`src/hdl/small_matrix_det_inverse_macros.svh`:
```
`ifndef SMALL_MATRIX_DET_INVERSE_MACROS_SVH
`define SMALL_MATRIX_DET_INVERSE_MACROS_SVH

// same-cycle implication
`define SMDI_ASSERT_IMP(lbl, clk, rst_n, ante, cons, msg) \
    lbl: assert property (@(posedge clk) disable iff (!rst_n) (ante) |-> (cons)) \
    else $error(msg);

// next-cycle implication
`define SMDI_ASSERT_NXT(lbl, clk, rst_n, ante, cons, msg) \
    lbl: assert property (@(posedge clk) disable iff (!rst_n) (ante) |=> (cons)) \
    else $error(msg);

`endif

```
`src/hdl/smdi_pkg.sv`:
```
package smdi_pkg;

    localparam int DEF_MAX_SIZE   = 4;
    localparam int DEF_ELEM_WIDTH = 16;
    localparam int DIM            = 4;
    localparam int N_PERM         = 24;
    localparam int PERM_W         = 5;
    localparam int IDX_W          = 2;
    localparam int SIZE_W         = 3;
    localparam int FRAC_BITS      = 8;
    localparam int OUT_FRAC       = 16;
    localparam int OUT_W          = 32;

    localparam logic [SIZE_W-1:0] SIZE_RESET = SIZE_W'(4);
    localparam logic [OUT_W-1:0]  SAT_POS    = 32'h7FFF_FFFF;
    localparam logic [OUT_W-1:0]  SAT_NEG    = 32'h8000_0000;

    // column picked in each row, row k at bits [2k+1:2k], lexicographic order
    localparam logic [7:0] PERM_COLS [N_PERM] = '{
        8'b11_10_01_00, 8'b10_11_01_00, 8'b11_01_10_00, 8'b01_11_10_00,
        8'b10_01_11_00, 8'b01_10_11_00, 8'b11_10_00_01, 8'b10_11_00_01,
        8'b11_00_10_01, 8'b00_11_10_01, 8'b10_00_11_01, 8'b00_10_11_01,
        8'b11_01_00_10, 8'b01_11_00_10, 8'b11_00_01_10, 8'b00_11_01_10,
        8'b01_00_11_10, 8'b00_01_11_10, 8'b10_01_00_11, 8'b01_10_00_11,
        8'b10_00_01_11, 8'b00_10_01_11, 8'b01_00_10_11, 8'b00_01_10_11
    };

    // odd permutations
    localparam logic PERM_ODD [N_PERM] = '{
        1'b0, 1'b1, 1'b1, 1'b0, 1'b0, 1'b1, 1'b1, 1'b0,
        1'b0, 1'b1, 1'b1, 1'b0, 1'b0, 1'b1, 1'b1, 1'b0,
        1'b0, 1'b1, 1'b1, 1'b0, 1'b0, 1'b1, 1'b1, 1'b0
    };

    typedef enum logic [3:0] {
        S_IDLE, S_START, S_FIRST, S_MUL_SET, S_MUL, S_ACC, S_DONE, S_DIV, S_EMIT, S_SING
    } t_back_state;

    typedef enum logic {
        KIND_DET = 1'b0,
        KIND_INV = 1'b1
    } t_kind;

    typedef struct packed {
        logic full;
        logic empty;
    } t_q_stat;

    typedef struct packed {
        t_kind             kind;
        logic [IDX_W-1:0]  row;
        logic [IDX_W-1:0]  col;
        logic [OUT_W-1:0]  value;
        logic              singular;
        logic              saturated;
        logic              last;
    } t_result;

endpackage

```
`src/hdl/smdi_queue.sv`:
```
module smdi_queue import smdi_pkg::*; #(
    parameter int W = 8
) (
    input  logic         i_clk,
    input  logic         i_rst_n,
    input  logic         i_push,
    input  logic [W-1:0] i_data,
    input  logic         i_pop,
    output logic [W-1:0] o_data,
    output t_q_stat      o_stat
);

    logic [W-1:0] r_slot0;
    logic [W-1:0] r_slot1;
    logic [1:0]   r_count;
    logic [1:0]   n_count;
    logic         w_to_slot0;

    always_comb begin
        n_count = r_count;
        if (i_push && !i_pop) begin
            n_count = r_count + 2'd1;
        end else if (i_pop && !i_push) begin
            n_count = r_count - 2'd1;
        end
    end

    always_ff @(posedge i_clk) begin
        if (!i_rst_n) begin
            r_count <= 2'd0;
        end else begin
            r_count <= n_count;
        end
    end

    assign w_to_slot0 = (r_count == 2'd0) || (r_count == 2'd1 && i_pop);

    always_ff @(posedge i_clk) begin
        if (i_push && w_to_slot0) begin
            r_slot0 <= i_data;
        end else if (i_pop) begin
            r_slot0 <= r_slot1;
        end
        if (i_push && !w_to_slot0) begin
            r_slot1 <= i_data;
        end
    end

    assign o_data       = r_slot0;
    assign o_stat.full  = (r_count == 2'd2);
    assign o_stat.empty = (r_count == 2'd0);

endmodule

```
`src/hdl/smdi_front.sv`:
```
module smdi_front import smdi_pkg::*; #(
    parameter  int MAX_SIZE   = DEF_MAX_SIZE,
    parameter  int ELEM_WIDTH = DEF_ELEM_WIDTH,
    localparam int MW         = MAX_SIZE * MAX_SIZE * ELEM_WIDTH,
    localparam int JW         = MW + SIZE_W
) (
    input  logic                  i_clk,
    input  logic                  i_rst_n,
    input  logic                  i_start,
    output logic                  o_busy,
    input  logic [IDX_W-1:0]      i_row_index,
    input  logic [IDX_W-1:0]      i_col_index,
    input  logic [ELEM_WIDTH-1:0] i_elem_value,
    input  logic                  i_load_last,
    input  logic                  i_cfg_valid,
    input  logic [SIZE_W-1:0]     i_cfg_data,
    input  t_q_stat               i_q_stat,
    output logic                  o_push,
    output logic [JW-1:0]         o_job
);

    logic              w_acc;
    logic [MW-1:0]     w_snap;
    logic [SIZE_W-1:0] r_size;
    logic [SIZE_W-1:0] w_n;

    assign o_busy = i_q_stat.full;
    assign w_acc  = i_start && !o_busy;
    assign o_push = w_acc && i_load_last;

    always_ff @(posedge i_clk) begin
        if (!i_rst_n) begin
            r_size <= SIZE_RESET;
        end else if (i_cfg_valid) begin
            r_size <= i_cfg_data;
        end
    end

    for (genvar a = 0; a < MAX_SIZE; a++) begin : g_row
        for (genvar b = 0; b < MAX_SIZE; b++) begin : g_col
            logic [ELEM_WIDTH-1:0] r_val;
            logic                  w_hit;
            assign w_hit = w_acc && (i_row_index == IDX_W'(a)) && (i_col_index == IDX_W'(b));
            always_ff @(posedge i_clk) begin
                if (w_hit) begin
                    r_val <= i_elem_value;
                end
            end
            // last element joins the snapshot directly
            assign w_snap[(a*MAX_SIZE+b)*ELEM_WIDTH +: ELEM_WIDTH] = w_hit ? i_elem_value : r_val;
        end
    end

    always_comb begin
        if (r_size == '0) begin
            w_n = SIZE_W'(1);
        end else if (r_size > SIZE_W'(MAX_SIZE)) begin
            w_n = SIZE_W'(MAX_SIZE);
        end else begin
            w_n = r_size;
        end
    end

    assign o_job = {w_n, w_snap};

endmodule

```
`src/hdl/smdi_back.sv`:
```
module smdi_back import smdi_pkg::*; #(
    parameter  int MAX_SIZE   = DEF_MAX_SIZE,
    parameter  int ELEM_WIDTH = DEF_ELEM_WIDTH,
    localparam int MW         = MAX_SIZE * MAX_SIZE * ELEM_WIDTH,
    localparam int JW         = MW + SIZE_W
) (
    input  logic          i_clk,
    input  logic          i_rst_n,
    input  logic [JW-1:0] i_job,
    input  t_q_stat       i_q_stat,
    output logic          o_pop,
    output logic          o_strobe,
    output t_result       o_result
);

    localparam int PW = ELEM_WIDTH + 2;
    localparam int DW = DIM * (ELEM_WIDTH + 1) + 6;
    localparam int NW = DW + OUT_FRAC;
    localparam int BW = $clog2(PW);
    localparam int CW = $clog2(NW);

    t_back_state r_state;
    t_back_state n_state;

    logic [MW-1:0]          r_mat;
    logic [SIZE_W-1:0]      r_n;
    t_kind                  r_kind;
    logic [IDX_W-1:0]       r_i;
    logic [IDX_W-1:0]       r_j;
    logic [PERM_W-1:0]      r_perm;
    logic [IDX_W-1:0]       r_term;
    logic [BW-1:0]          r_bit;
    logic [PW-1:0]          r_mag;
    logic [DW-1:0]          r_prod;
    logic [DW-1:0]          r_mcand;
    logic                   r_psign;
    logic signed [DW-1:0]   r_acc;
    logic [DW-1:0]          r_dmag;
    logic                   r_dneg;
    logic [DW-1:0]          r_rem;
    logic [NW-1:0]          r_quo;
    logic [CW-1:0]          r_dcnt;
    logic                   r_nneg;
    logic                   r_strobe;
    t_result                r_result;

    logic signed [PW-1:0]   w_mat [DIM][DIM];
    logic [IDX_W-1:0]       w_row;
    logic [IDX_W-1:0]       w_col;
    logic                   w_in_blk;
    logic signed [PW-1:0]   w_elem;
    logic [PW-1:0]          w_emag;
    logic                   w_tneg;
    logic [DW-1:0]          w_abs;
    logic [NW-1:0]          w_dext;
    logic [NW-1:0]          w_dscl;
    logic [DW:0]            w_rs;
    logic                   w_ge;
    logic                   w_iend;
    logic                   w_jend;
    logic                   w_emit;
    t_result                w_res;

    function automatic logic [OUT_W:0] f_sat(input logic [NW-1:0] mag, input logic neg);
        logic [OUT_W-1:0] lim;
        logic [OUT_W-1:0] lo;
        lim = neg ? SAT_NEG : SAT_POS;
        lo  = mag[OUT_W-1:0];
        if ((|mag[NW-1:OUT_W]) || lo > lim) begin
            f_sat = {1'b1, lim};
        end else begin
            f_sat = {1'b0, neg ? (~lo + 32'd1) : lo};
        end
    endfunction

    for (genvar a = 0; a < DIM; a++) begin : g_ra
        for (genvar b = 0; b < DIM; b++) begin : g_cb
            if (a < MAX_SIZE && b < MAX_SIZE) begin : g_used
                assign w_mat[a][b] =
                    PW'($signed(r_mat[(a*MAX_SIZE+b)*ELEM_WIDTH +: ELEM_WIDTH]));
            end else begin : g_pad
                assign w_mat[a][b] = '0;
            end
        end
    end

    // element of the current product, padded to 4x4 with identity
    assign w_row    = (r_state == S_FIRST) ? '0 : r_term;
    assign w_col    = PERM_COLS[r_perm][{w_row, 1'b0} +: IDX_W];
    assign w_in_blk = ({1'b0, w_row} < r_n) && ({1'b0, w_col} < r_n);

    always_comb begin
        if (!w_in_blk) begin
            w_elem = (w_row == w_col) ? PW'(1) : '0;
        end else if (r_kind == KIND_INV && w_col == r_i) begin
            w_elem = (w_row == r_j) ? PW'(1 << FRAC_BITS) : '0;
        end else begin
            w_elem = w_mat[w_row][w_col];
        end
    end

    assign w_emag = w_elem[PW-1] ? PW'(-w_elem) : PW'(w_elem);
    assign w_tneg = r_psign ^ PERM_ODD[r_perm];
    assign w_abs  = r_acc[DW-1] ? DW'(-r_acc) : DW'(r_acc);
    assign w_dext = NW'(w_abs);

    always_comb begin
        case (r_n)
            3'd1:    w_dscl = w_dext << FRAC_BITS;
            3'd2:    w_dscl = w_dext;
            3'd3:    w_dscl = w_dext >> FRAC_BITS;
            default: w_dscl = w_dext >> (2 * FRAC_BITS);
        endcase
    end

    assign w_rs   = {r_rem, r_quo[NW-1]};
    assign w_ge   = (w_rs >= {1'b0, r_dmag});
    assign w_iend = ({1'b0, r_i} == r_n - SIZE_W'(1));
    assign w_jend = ({1'b0, r_j} == r_n - SIZE_W'(1));

    always_comb begin
        n_state = r_state;
        unique case (r_state)
            S_IDLE:    if (!i_q_stat.empty) n_state = S_START;
            S_START:   n_state = S_FIRST;
            S_FIRST:   n_state = S_MUL_SET;
            S_MUL_SET: n_state = S_MUL;
            S_MUL: begin
                if (r_bit == '0) begin
                    n_state = (r_term == IDX_W'(DIM - 1)) ? S_ACC : S_MUL_SET;
                end
            end
            S_ACC:     n_state = (r_perm == PERM_W'(N_PERM - 1)) ? S_DONE : S_FIRST;
            S_DONE: begin
                if (r_kind == KIND_INV) begin
                    n_state = S_DIV;
                end else if (r_acc == '0) begin
                    n_state = S_SING;
                end else begin
                    n_state = S_START;
                end
            end
            S_DIV:     if (r_dcnt == '0) n_state = S_EMIT;
            S_EMIT:    n_state = (w_iend && w_jend) ? S_IDLE : S_START;
            S_SING:    if (w_iend && w_jend) n_state = S_IDLE;
            default:   n_state = S_IDLE;
        endcase
    end

    always_comb begin
        logic [OUT_W:0] sv;
        o_pop     = 1'b0;
        w_emit    = 1'b0;
        w_res     = '0;
        sv        = '0;
        unique case (r_state)
            S_IDLE: o_pop = !i_q_stat.empty;
            S_DONE: begin
                if (r_kind == KIND_DET) begin
                    sv              = f_sat(w_dscl, r_acc[DW-1]);
                    w_emit          = 1'b1;
                    w_res.kind      = KIND_DET;
                    w_res.value     = sv[OUT_W-1:0];
                    w_res.saturated = sv[OUT_W];
                    w_res.singular  = (r_acc == '0);
                end
            end
            S_EMIT: begin
                sv              = f_sat(r_quo, r_nneg ^ r_dneg);
                w_emit          = 1'b1;
                w_res.kind      = KIND_INV;
                w_res.row       = r_i;
                w_res.col       = r_j;
                w_res.value     = sv[OUT_W-1:0];
                w_res.saturated = sv[OUT_W];
                w_res.last      = w_iend && w_jend;
            end
            S_SING: begin
                w_emit         = 1'b1;
                w_res.kind     = KIND_INV;
                w_res.row      = r_i;
                w_res.col      = r_j;
                w_res.singular = 1'b1;
                w_res.last     = w_iend && w_jend;
            end
            default: ;
        endcase
    end

    always_ff @(posedge i_clk) begin
        if (!i_rst_n) begin
            r_state  <= S_IDLE;
            r_strobe <= 1'b0;
        end else begin
            r_state  <= n_state;
            r_strobe <= w_emit;
        end
    end

    always_ff @(posedge i_clk) begin
        if (w_emit) begin
            r_result <= w_res;
        end
        case (r_state)
            S_IDLE: begin
                r_mat  <= i_job[MW-1:0];
                r_n    <= i_job[JW-1:MW];
                r_kind <= KIND_DET;
                r_i    <= '0;
                r_j    <= '0;
            end
            S_START: begin
                r_acc  <= '0;
                r_perm <= '0;
            end
            S_FIRST: begin
                r_prod  <= DW'(w_emag);
                r_psign <= w_elem[PW-1];
                r_term  <= IDX_W'(1);
            end
            S_MUL_SET: begin
                r_mcand <= r_prod;
                r_prod  <= '0;
                r_psign <= r_psign ^ w_elem[PW-1];
                r_mag   <= w_emag;
                r_bit   <= BW'(PW - 1);
            end
            S_MUL: begin
                r_prod <= (r_prod << 1) + (r_mag[PW-1] ? r_mcand : '0);
                r_mag  <= r_mag << 1;
                r_bit  <= r_bit - BW'(1);
                if (r_bit == '0) begin
                    r_term <= r_term + IDX_W'(1);
                end
            end
            S_ACC: begin
                r_acc  <= w_tneg ? (r_acc - $signed(r_prod)) : (r_acc + $signed(r_prod));
                r_perm <= r_perm + PERM_W'(1);
            end
            S_DONE: begin
                if (r_kind == KIND_DET) begin
                    r_dmag <= w_abs;
                    r_dneg <= r_acc[DW-1];
                    r_kind <= KIND_INV;
                end else begin
                    r_rem  <= '0;
                    r_quo  <= {w_abs, {OUT_FRAC{1'b0}}};
                    r_nneg <= r_acc[DW-1];
                    r_dcnt <= CW'(NW - 1);
                end
            end
            S_DIV: begin
                r_rem  <= w_ge ? DW'(w_rs - {1'b0, r_dmag}) : w_rs[DW-1:0];
                r_quo  <= {r_quo[NW-2:0], w_ge};
                r_dcnt <= r_dcnt - CW'(1);
            end
            S_EMIT, S_SING: begin
                if (w_jend) begin
                    r_j <= '0;
                    r_i <= r_i + IDX_W'(1);
                end else begin
                    r_j <= r_j + IDX_W'(1);
                end
            end
            default: ;
        endcase
    end

    assign o_strobe = r_strobe;
    assign o_result = r_result;

endmodule

```
`src/hdl/small_matrix_det_inverse.sv`:
```
// Determinant and Cramer-rule inverse of an N by N matrix (N = 1..4, signed Q8.8 elements).
// Elements load one per cycle while busy is low; the transfer flagged load_last starts a run
// that emits the determinant and then the N*N inverse entries in row-major order, one per
// o_result_strobe pulse. Results cannot be held off: take each on the cycle its strobe is
// high. Loaded matrices are snapshotted into a two-entry job queue, so a new matrix can load
// while the previous run computes; busy rises only when both entries are taken. Each
// determinant is a sum over 24 permutations, each formed by three bit-serial multiplies;
// each inverse entry also runs a restoring divider. A smaller N does not shorten the
// determinant loop. A zero determinant flags singular and its inverse entries stream out
// as zeros, one per cycle.
`include "small_matrix_det_inverse_macros.svh"

module small_matrix_det_inverse import smdi_pkg::*; #(
    parameter int MAX_SIZE   = DEF_MAX_SIZE,
    parameter int ELEM_WIDTH = DEF_ELEM_WIDTH
) (
    input  logic                  i_clk,
    input  logic                  i_rst_n,
    input  logic                  start,
    output logic                  busy,
    input  logic [IDX_W-1:0]      i_row_index,
    input  logic [IDX_W-1:0]      i_col_index,
    input  logic [ELEM_WIDTH-1:0] i_elem_value,
    input  logic                  i_load_last,
    input  logic                  i_cfg_valid,
    output logic                  o_cfg_ready,
    input  logic [SIZE_W-1:0]     i_cfg_data,
    output logic                  o_result_strobe,
    output logic                  o_result_kind,
    output logic [IDX_W-1:0]      o_out_row,
    output logic [IDX_W-1:0]      o_out_col,
    output logic [OUT_W-1:0]      o_out_value,
    output logic                  o_singular,
    output logic                  o_saturated,
    output logic                  o_run_last
);

    localparam int JW = MAX_SIZE * MAX_SIZE * ELEM_WIDTH + SIZE_W;

    logic          w_push;
    logic          w_pop;
    logic [JW-1:0] w_job_in;
    logic [JW-1:0] w_job_out;
    t_q_stat       w_q_stat;
    t_result       w_result;

    assign o_cfg_ready = 1'b1;

    smdi_front #(
        .MAX_SIZE   (MAX_SIZE),
        .ELEM_WIDTH (ELEM_WIDTH)
    ) u_front (
        .i_clk        (i_clk),
        .i_rst_n      (i_rst_n),
        .i_start      (start),
        .o_busy       (busy),
        .i_row_index  (i_row_index),
        .i_col_index  (i_col_index),
        .i_elem_value (i_elem_value),
        .i_load_last  (i_load_last),
        .i_cfg_valid  (i_cfg_valid),
        .i_cfg_data   (i_cfg_data),
        .i_q_stat     (w_q_stat),
        .o_push       (w_push),
        .o_job        (w_job_in)
    );

    smdi_queue #(
        .W (JW)
    ) u_queue (
        .i_clk   (i_clk),
        .i_rst_n (i_rst_n),
        .i_push  (w_push),
        .i_data  (w_job_in),
        .i_pop   (w_pop),
        .o_data  (w_job_out),
        .o_stat  (w_q_stat)
    );

    smdi_back #(
        .MAX_SIZE   (MAX_SIZE),
        .ELEM_WIDTH (ELEM_WIDTH)
    ) u_back (
        .i_clk    (i_clk),
        .i_rst_n  (i_rst_n),
        .i_job    (w_job_out),
        .i_q_stat (w_q_stat),
        .o_pop    (w_pop),
        .o_strobe (o_result_strobe),
        .o_result (w_result)
    );

    assign o_result_kind = w_result.kind;
    assign o_out_row     = w_result.row;
    assign o_out_col     = w_result.col;
    assign o_out_value   = w_result.value;
    assign o_singular    = w_result.singular;
    assign o_saturated   = w_result.saturated;
    assign o_run_last    = w_result.last;

    `SMDI_ASSERT_IMP(a_det_not_last, i_clk, i_rst_n,
        o_result_strobe && o_result_kind == KIND_DET, !o_run_last, "determinant marked last")
    `SMDI_ASSERT_IMP(a_det_pos, i_clk, i_rst_n,
        o_result_strobe && o_result_kind == KIND_DET, o_out_row == '0 && o_out_col == '0,
        "determinant with nonzero position")
    `SMDI_ASSERT_IMP(a_sing_zero, i_clk, i_rst_n,
        o_result_strobe && o_singular, o_out_value == '0 && !o_saturated,
        "singular result not zero")
    `SMDI_ASSERT_NXT(a_push_lands, i_clk, i_rst_n,
        w_push && w_q_stat.empty && !w_pop, !w_q_stat.empty, "queued job lost")

endmodule
```
`config.mk`:
```
export PLATFORM = sky130hd
export DESIGN_NAME = small_matrix_det_inverse
export DESIGN_NICKNAME = d
export VERILOG_FILES = /design/src/hdl/smdi_pkg.sv /design/src/hdl/smdi_queue.sv /design/src/hdl/smdi_front.sv /design/src/hdl/smdi_back.sv /design/src/hdl/small_matrix_det_inverse.sv
export VERILOG_INCLUDE_DIRS = /design/src /design/src/hdl
export SDC_FILE = /design/constraint.sdc
export NUM_CORES = 2
export LEC_CHECK = 0
export BUFFER_PORTS_ARGS = -buffer_cell sky130_fd_sc_hd__clkbuf_2
export CAP_MARGIN = 25
export CORE_MARGIN = 4
export CORE_UTILIZATION = 55
export CTS_BUF_LIST = sky130_fd_sc_hd__clkbuf_16
export DETAILED_ROUTE_END_ITERATION = 6
export PLACE_DENSITY_LB_ADDON = 0.12
export SYNTH_ARGS = -nofsm -noshare
export SYNTH_HDL_FRONTEND = slang
export SYNTH_SLANG_ARGS = --single-unit
```
`constraint.sdc`:
```
create_clock -name i_clk -period 21.2 [get_ports i_clk]
set_clock_uncertainty 0.05 [all_clocks]
set_input_delay 2.12 -clock i_clk [delete_from_list [all_inputs] [get_ports i_clk]]
set_output_delay 2.12 -clock i_clk [all_outputs]
set_load 0.01 [all_outputs]
```
Yosys cells after proc, flatten, opt, wreduce, memory -nomap -nowiden
Memory sizes are Yosys's and may differ from the RTL's. Index checks and enable logic that the tools add are counted.

Output and inout bits: 43. Input bits: 28. Memories: 2. Word-level logic and storage cells: 270. Register bits after elaboration: 1588. Memory bits (read-only): 288.

Equality and inequality tests: 33. Shift operators: 1. $lt $le $gt $ge: 9. Add/sub/neg operators: 17. Muxes and demuxes: 86. Reduce and logical (&&, ||, !) cells: 65. Bitwise logic cells: 9.

Memory list: (no name shown) (words 32, bits a word 8, rd ports 1, clocked after memory_dff 0, write ports 0, line smdi_back.sv:89) `assign w_col = PERM_COLS[r_perm][{w_row, 1'b0} +: IDX_W];`; (no name shown) (words 32, bits a word 1, rd ports 1, clocked after memory_dff 0, write ports 0, line smdi_back.sv:103) `assign w_tneg = r_psign ^ PERM_ODD[r_perm];`.

Operator list (number): two-way mux 259 bit (2); two-way mux 74 bit (5); one-hot mux 74 bit (2 select lines) (2); two-way mux 16 bit (16); one-hot mux 82 bit (3 select lines) (1); one-hot mux 74 bit (3 select lines) (1); one-hot mux 90 bit (2 select lines) (1); adder 74 bit (2); subtractor 74 bit (2); binary-select mux 72 bit (select 2 bit) (1); two-way mux 72 bit (2); two-way mux 32 bit (4); OR reduction 58 bit (2); two-way mux 18 bit (5); two-way mux 90 bit (1); greater-or-equal comparator 75 x 74 -> 1 bit (1); logical NOT 74 bit (1); negation 74 bit (1); two-way mux 33 bit (2); adder 32 x 1 -> 32 bit, second input constant (2); > comparator 32 bit (2); inverter 32 bit (2); one-hot mux 32 bit (2 select lines) (1); one-hot mux 4 bit (10 select lines) (1); other kinds (56) (160).

Longest topological paths before layout
Depth in word-level cells: 14. Mapped depth: 27. Mapped depth without buffers: 24.

Cells and area by module
Synthesis repeated with hierarchy kept, for this count alone.

Cells, all modules: 7467. Area total of the unflattened synthesis: 84375.9 um2.

Modules (own cells, without submodules): smdi_back (area each 53586.4 um2, instances 1, cells each 5448, seq. area each 24243.3 um2); smdi_queue (area each 22206.3 um2, instances 1, cells each 1430, seq. area each 15595.0 um2); smdi_front (area each 8572.0 um2, instances 1, cells each 587, seq. area each 5185.0 um2); small_matrix_det_inverse (area each 11.3 um2, instances 1, cells each 2, seq. area each 0.0 um2).

Worst setup path after synthesis
No wires, ideal clock.

Path kind: reg2reg. Start point: register u_back.r_state[1]. End point: register u_queue.r_slot1[0], enable pin. Data arrival time: 16.073 ns. Stages on the path, launching flop included: 7. Buffers on the path: 1. Library setup time: 0.913 ns. Clock period less this slack: 17.035 ns. Data required time: 20.237 ns. Slack: 4.165 ns. Path through: dfxtp_1 clkbuf_1 nor2_1 nand2_1 inv_1 a21oi_1 nor2b_1.

Cells in the longest elaborated chain, start to end: 6.

RTL lines: from (decl) (line smdi_back.sv:22) `t_back_state r_state;`; from (signal assigned) (line smdi_back.sv:195) `r_state <= n_state;`; logical NOT 4 bit (line smdi_back.sv:156) `unique case (r_state)`; two-way mux 1 bit (line smdi_back.sv:156); logical AND 1 bit (line smdi_queue.sv:36) `assign w_to_slot0 = (r_count == 2'd0) || (r_count == 2'd1 && i_pop);`; logical OR 1 bit (line smdi_queue.sv:36); logical NOT 1 bit (line smdi_queue.sv:44) `if (i_push && !w_to_slot0) begin`; logical AND 1 bit (line smdi_queue.sv:44); to (signal assigned) (line smdi_queue.sv:45) `r_slot1 <= i_data;`; to (decl) (line smdi_queue.sv:14) `logic [W-1:0] r_slot1;`.

No other way between the ends. A chain may end at the register's enable or synchronous reset.

==> results.yml <==
outcome:
  status: "completed"
grt:
  track_usage_pct: 29.9
  grt_overflow: 0
  grt_pass1_vias: 56100
  grt_pass1_wl_um: 351000
  antenna_found_initial: 13
  grt_max_degree: 196
synthesis:
  syn_nets: 7844
  ys_seq_area_share_pct: 55.3
  synth-seq-cells: 1588
  yosysTopAreaCell: "edfxtp_1"
  syn_area_um2: 81400
  ys_warn_count: 0
  synth-edff-count: 1322
  synthCells: 7501
  async_flop_share_pct: 0
  synth_commonest_cells: "edfxtp_1 (1,322), nand2_1 (1,167), nor2_1 (595), a21oi_1 (438), clkbuf_1 (339)"
  synthTopCellsByArea: "edfxtp_1 (49%), dfxtp_1 (6.5%), nand2_1 (5.4%), ha_1 (4.8%), mux2_2 (3.9%)"
  synth_ff_type: "edfxtp_1"
  synth.most_common_cell: "edfxtp_1"
  synth.avg_cell_area_um2: 10.9
  synth_top_area_share_pct: 48.8
  synth_cell_types: 99
cts:
  cts_tree: "built"
  cts_resized: 0
  clk_path_buf_depth: 3
  root_buffer: "clkbuf_16"
  numClockSinks: 1588
  cts.clk_slew.worst_paths_ns: 0.06
  post_cts_buffers: 0
  hold_buffers: 0
  cts_buffers: 167
  clk_latency_ns: 0.82
  htree_num_levels: 4
cells_and_area:
  drive_above_1_share_pct: 10.7
  design_area_um2: 89300
  regArea_um2: 45000
  fin_nets: 7809
  area_delta_synth_final_pct: 9.74
  multi_input_area_um2: 34200
  fillerInstances: 11900
setup_path:
  worstSetupStartpointType: "flip-flop"
  worstSetupEndpointType: "flip-flop"
  cp_max_fo: 39
  required_ns: 21.65
  critPathLaunch: "u_back.r_acc[15]"
  crit_type: "flip-flop to flip-flop"
  arrival_ns: 8.25
  rr_worst_depth: 18
  reg2reg_from: "u_back.r_acc[15]"
drt:
  drtAntennaViolNets: 0
  drt-pass1-iter-count: 6
  first_iter_violations: 5952
  drc: 0
  wirelength_um: 235000
  vias: 59200
  vias_per_cell: 6.21
  wl_per_cell_um: 24.7
pwr:
  ir_drop_mv: 0.151
  p_leak_nw: 34.7
  power_density_nw_per_um2: 149
  p_total_mw: 13.3
run:
  cap_violations: 0
timing:
  finalHoldViolations: 0
  finalSetupViolCount: 0
  fin_crit_sh_pct: 36.8
  fmax_mhz: 128
  slew_viol_final: 0
  fin_crit_ns: 7.79
  setup_tns_ns: 0
  worst_hold_slack_ns: 0.341
  layout_setup_ws_ns: 13.41
  worst_pin_slew_ns: 1.17
  rsz0062_at_grt: "false"
  slew_headroom_pct: 20.1
floorplan:
  start_util_pct: 55.6
  rows: 140
  die_h_um: 393
  io_pins: 71
  die_x_um: 393
  die_area_um2: 154000
  core-area_um2: 146000
placement:
  port_buffers: 69
  dpl_cell_area_um2: 83700
  pre_cts_ws_ns: 13.55
  dp_hpwl_um: 159000
  place.gp.congestion: 0.962
worst_hold_path:
  min_path_type: "flip-flop to flip-flop"
  hold_start: "u_queue.o_data[217]"
  min_path_cells: 0
[cell type report]
class | count | share of cell area [%]
diodes | 3 | 0.00840
repair buffers | 176 | 1.40
clock buffers | 168 | 4.71
flip-flops and latches | 1588 | 50.4
clock inverters | 140 | 1.48
inverters | 257 | 1.09
well taps | 1917 | 2.68
multi-input cells | 5276 | 38.2
[layer usage]
metal	part of all wire [%]	up-vias	routed length (um)	global-route usage [%]
met4	2.7	8	6260	8.25
met3	7.5	368	17600	4.96
met1	46	29200	108000	45.0
met5	0.025	-	58	0
li1	-	27400	-	-
met2	44	2191	103000	45.0
[stage by stage]
step / util (%) / instances
finish: 61.0 / 9525
global route: 61.0 / 9524
CTS: 60.9 / 9518
detailed placement: 57.2 / 9210
global placement: 57.1 / 9202
floorplan: - / 7501
[state kept, by name, indices dropped and copies added (netlist names), 3 cells and up]
| name | flops |
|---|---|
| u_back.r_mat | 256 |
| u_back.r_dmag | 74 |
| u_back.r_n | 3 |
| u_back.r_bit | 5 |
| u_back.r_rem | 74 |
| u_back.r_quo | 90 |
| u_queue.r_slot1 | 259 |
| u_front.r_size | 3 |
| u_queue.o_data | 259 |
| u_back.r_dcnt | 7 |
| u_back.r_mcand | 74 |
| u_back.r_acc | 74 |
| u_front.g_row.g_col.r_val | 256 |
| u_back.r_mag | 18 |
| u_back.o_result | 40 |
| u_back.r_state | 4 |
| u_back.r_perm | 5 |
| u_back.r_prod | 74 |
[critical path, cell delays in order, from the launching register on]
cell and delay, ns:
edfxtp_1 0.51, nor4_1 0.96, nand4_1 0.66, or3_1 0.81, o41ai_1 0.50, xor2_1 0.35, o221ai_1 0.35, ha_1 0.42
nand4bb_1 0.22, nor3_1 0.43, nand3_1 0.14, or4_1 0.45, a31oi_1 0.18, nor2_1 0.07, nand4_1 0.10, a31o_2 0.74
nor2_8 0.13, a222oi_1 0.32, nand2_1 0.10
[layout by cell type (no fill, tap or decap), types with 38 or more instances in the layout]
cell,n
a211oi_1,74
a21o_1,154
a21oi_1,438
a221oi_1,38
a31oi_1,58
and2_1,120
and3_1,43
buf_4,98
clkbuf_16,168
clkbuf_2,69
dfxtp_1,266
edfxtp_1,1322
ha_1,312
inv_1,295
mux2_2,284
mux2i_1,128
nand2_1,1154
nand2b_1,63
nand3_1,109
nand4_1,94
nor2_1,590
nor2b_1,47
nor3_1,121
nor4_1,62
o21ai_0,272
o21bai_1,55
o31ai_1,58
or3_1,47
xnor2_1,226
xor2_1,141
[where the power goes]
group          switching, mW  internal (mW)  leakage (nW)
clock                   1.27           1.65          2.87
sequential             0.378           4.67          15.0
combinational           3.49           1.81          16.8
total                   5.14           8.14          34.7
[worst paths after layout]
| kind | slack, ns | to |
|---|---|---|
| hold / removal | 0.34 | u_back.r_mat[217] |
| setup reg to reg | 13.41 | u_back.o_result[27] |
| setup / recovery | 13.41 | u_back.o_result[27] |
| hold reg to reg | 0.34 | u_back.r_mat[217] |
[cell families (layout without fill, tap and decap cells)]
| family | count (synthesis) | after routing | synth area share (%) |
|---|---|---|---|
| simple gates | 2620 | 2620 | 14.7 |
| flops | 1588 | 1588 | 55.3 |
| compound gates | 1555 | 1555 | 12.6 |
| buf+inv | 637 | 741 | 3.00 |
| mux | 415 | 415 | 5.57 |
| xor+xnor | 370 | 370 | 3.98 |
| fa+ha+maj | 315 | 315 | 4.87 |
| other cells | 1 | 4 | 0.00461 |
Power figures use the tool's default switching activity.
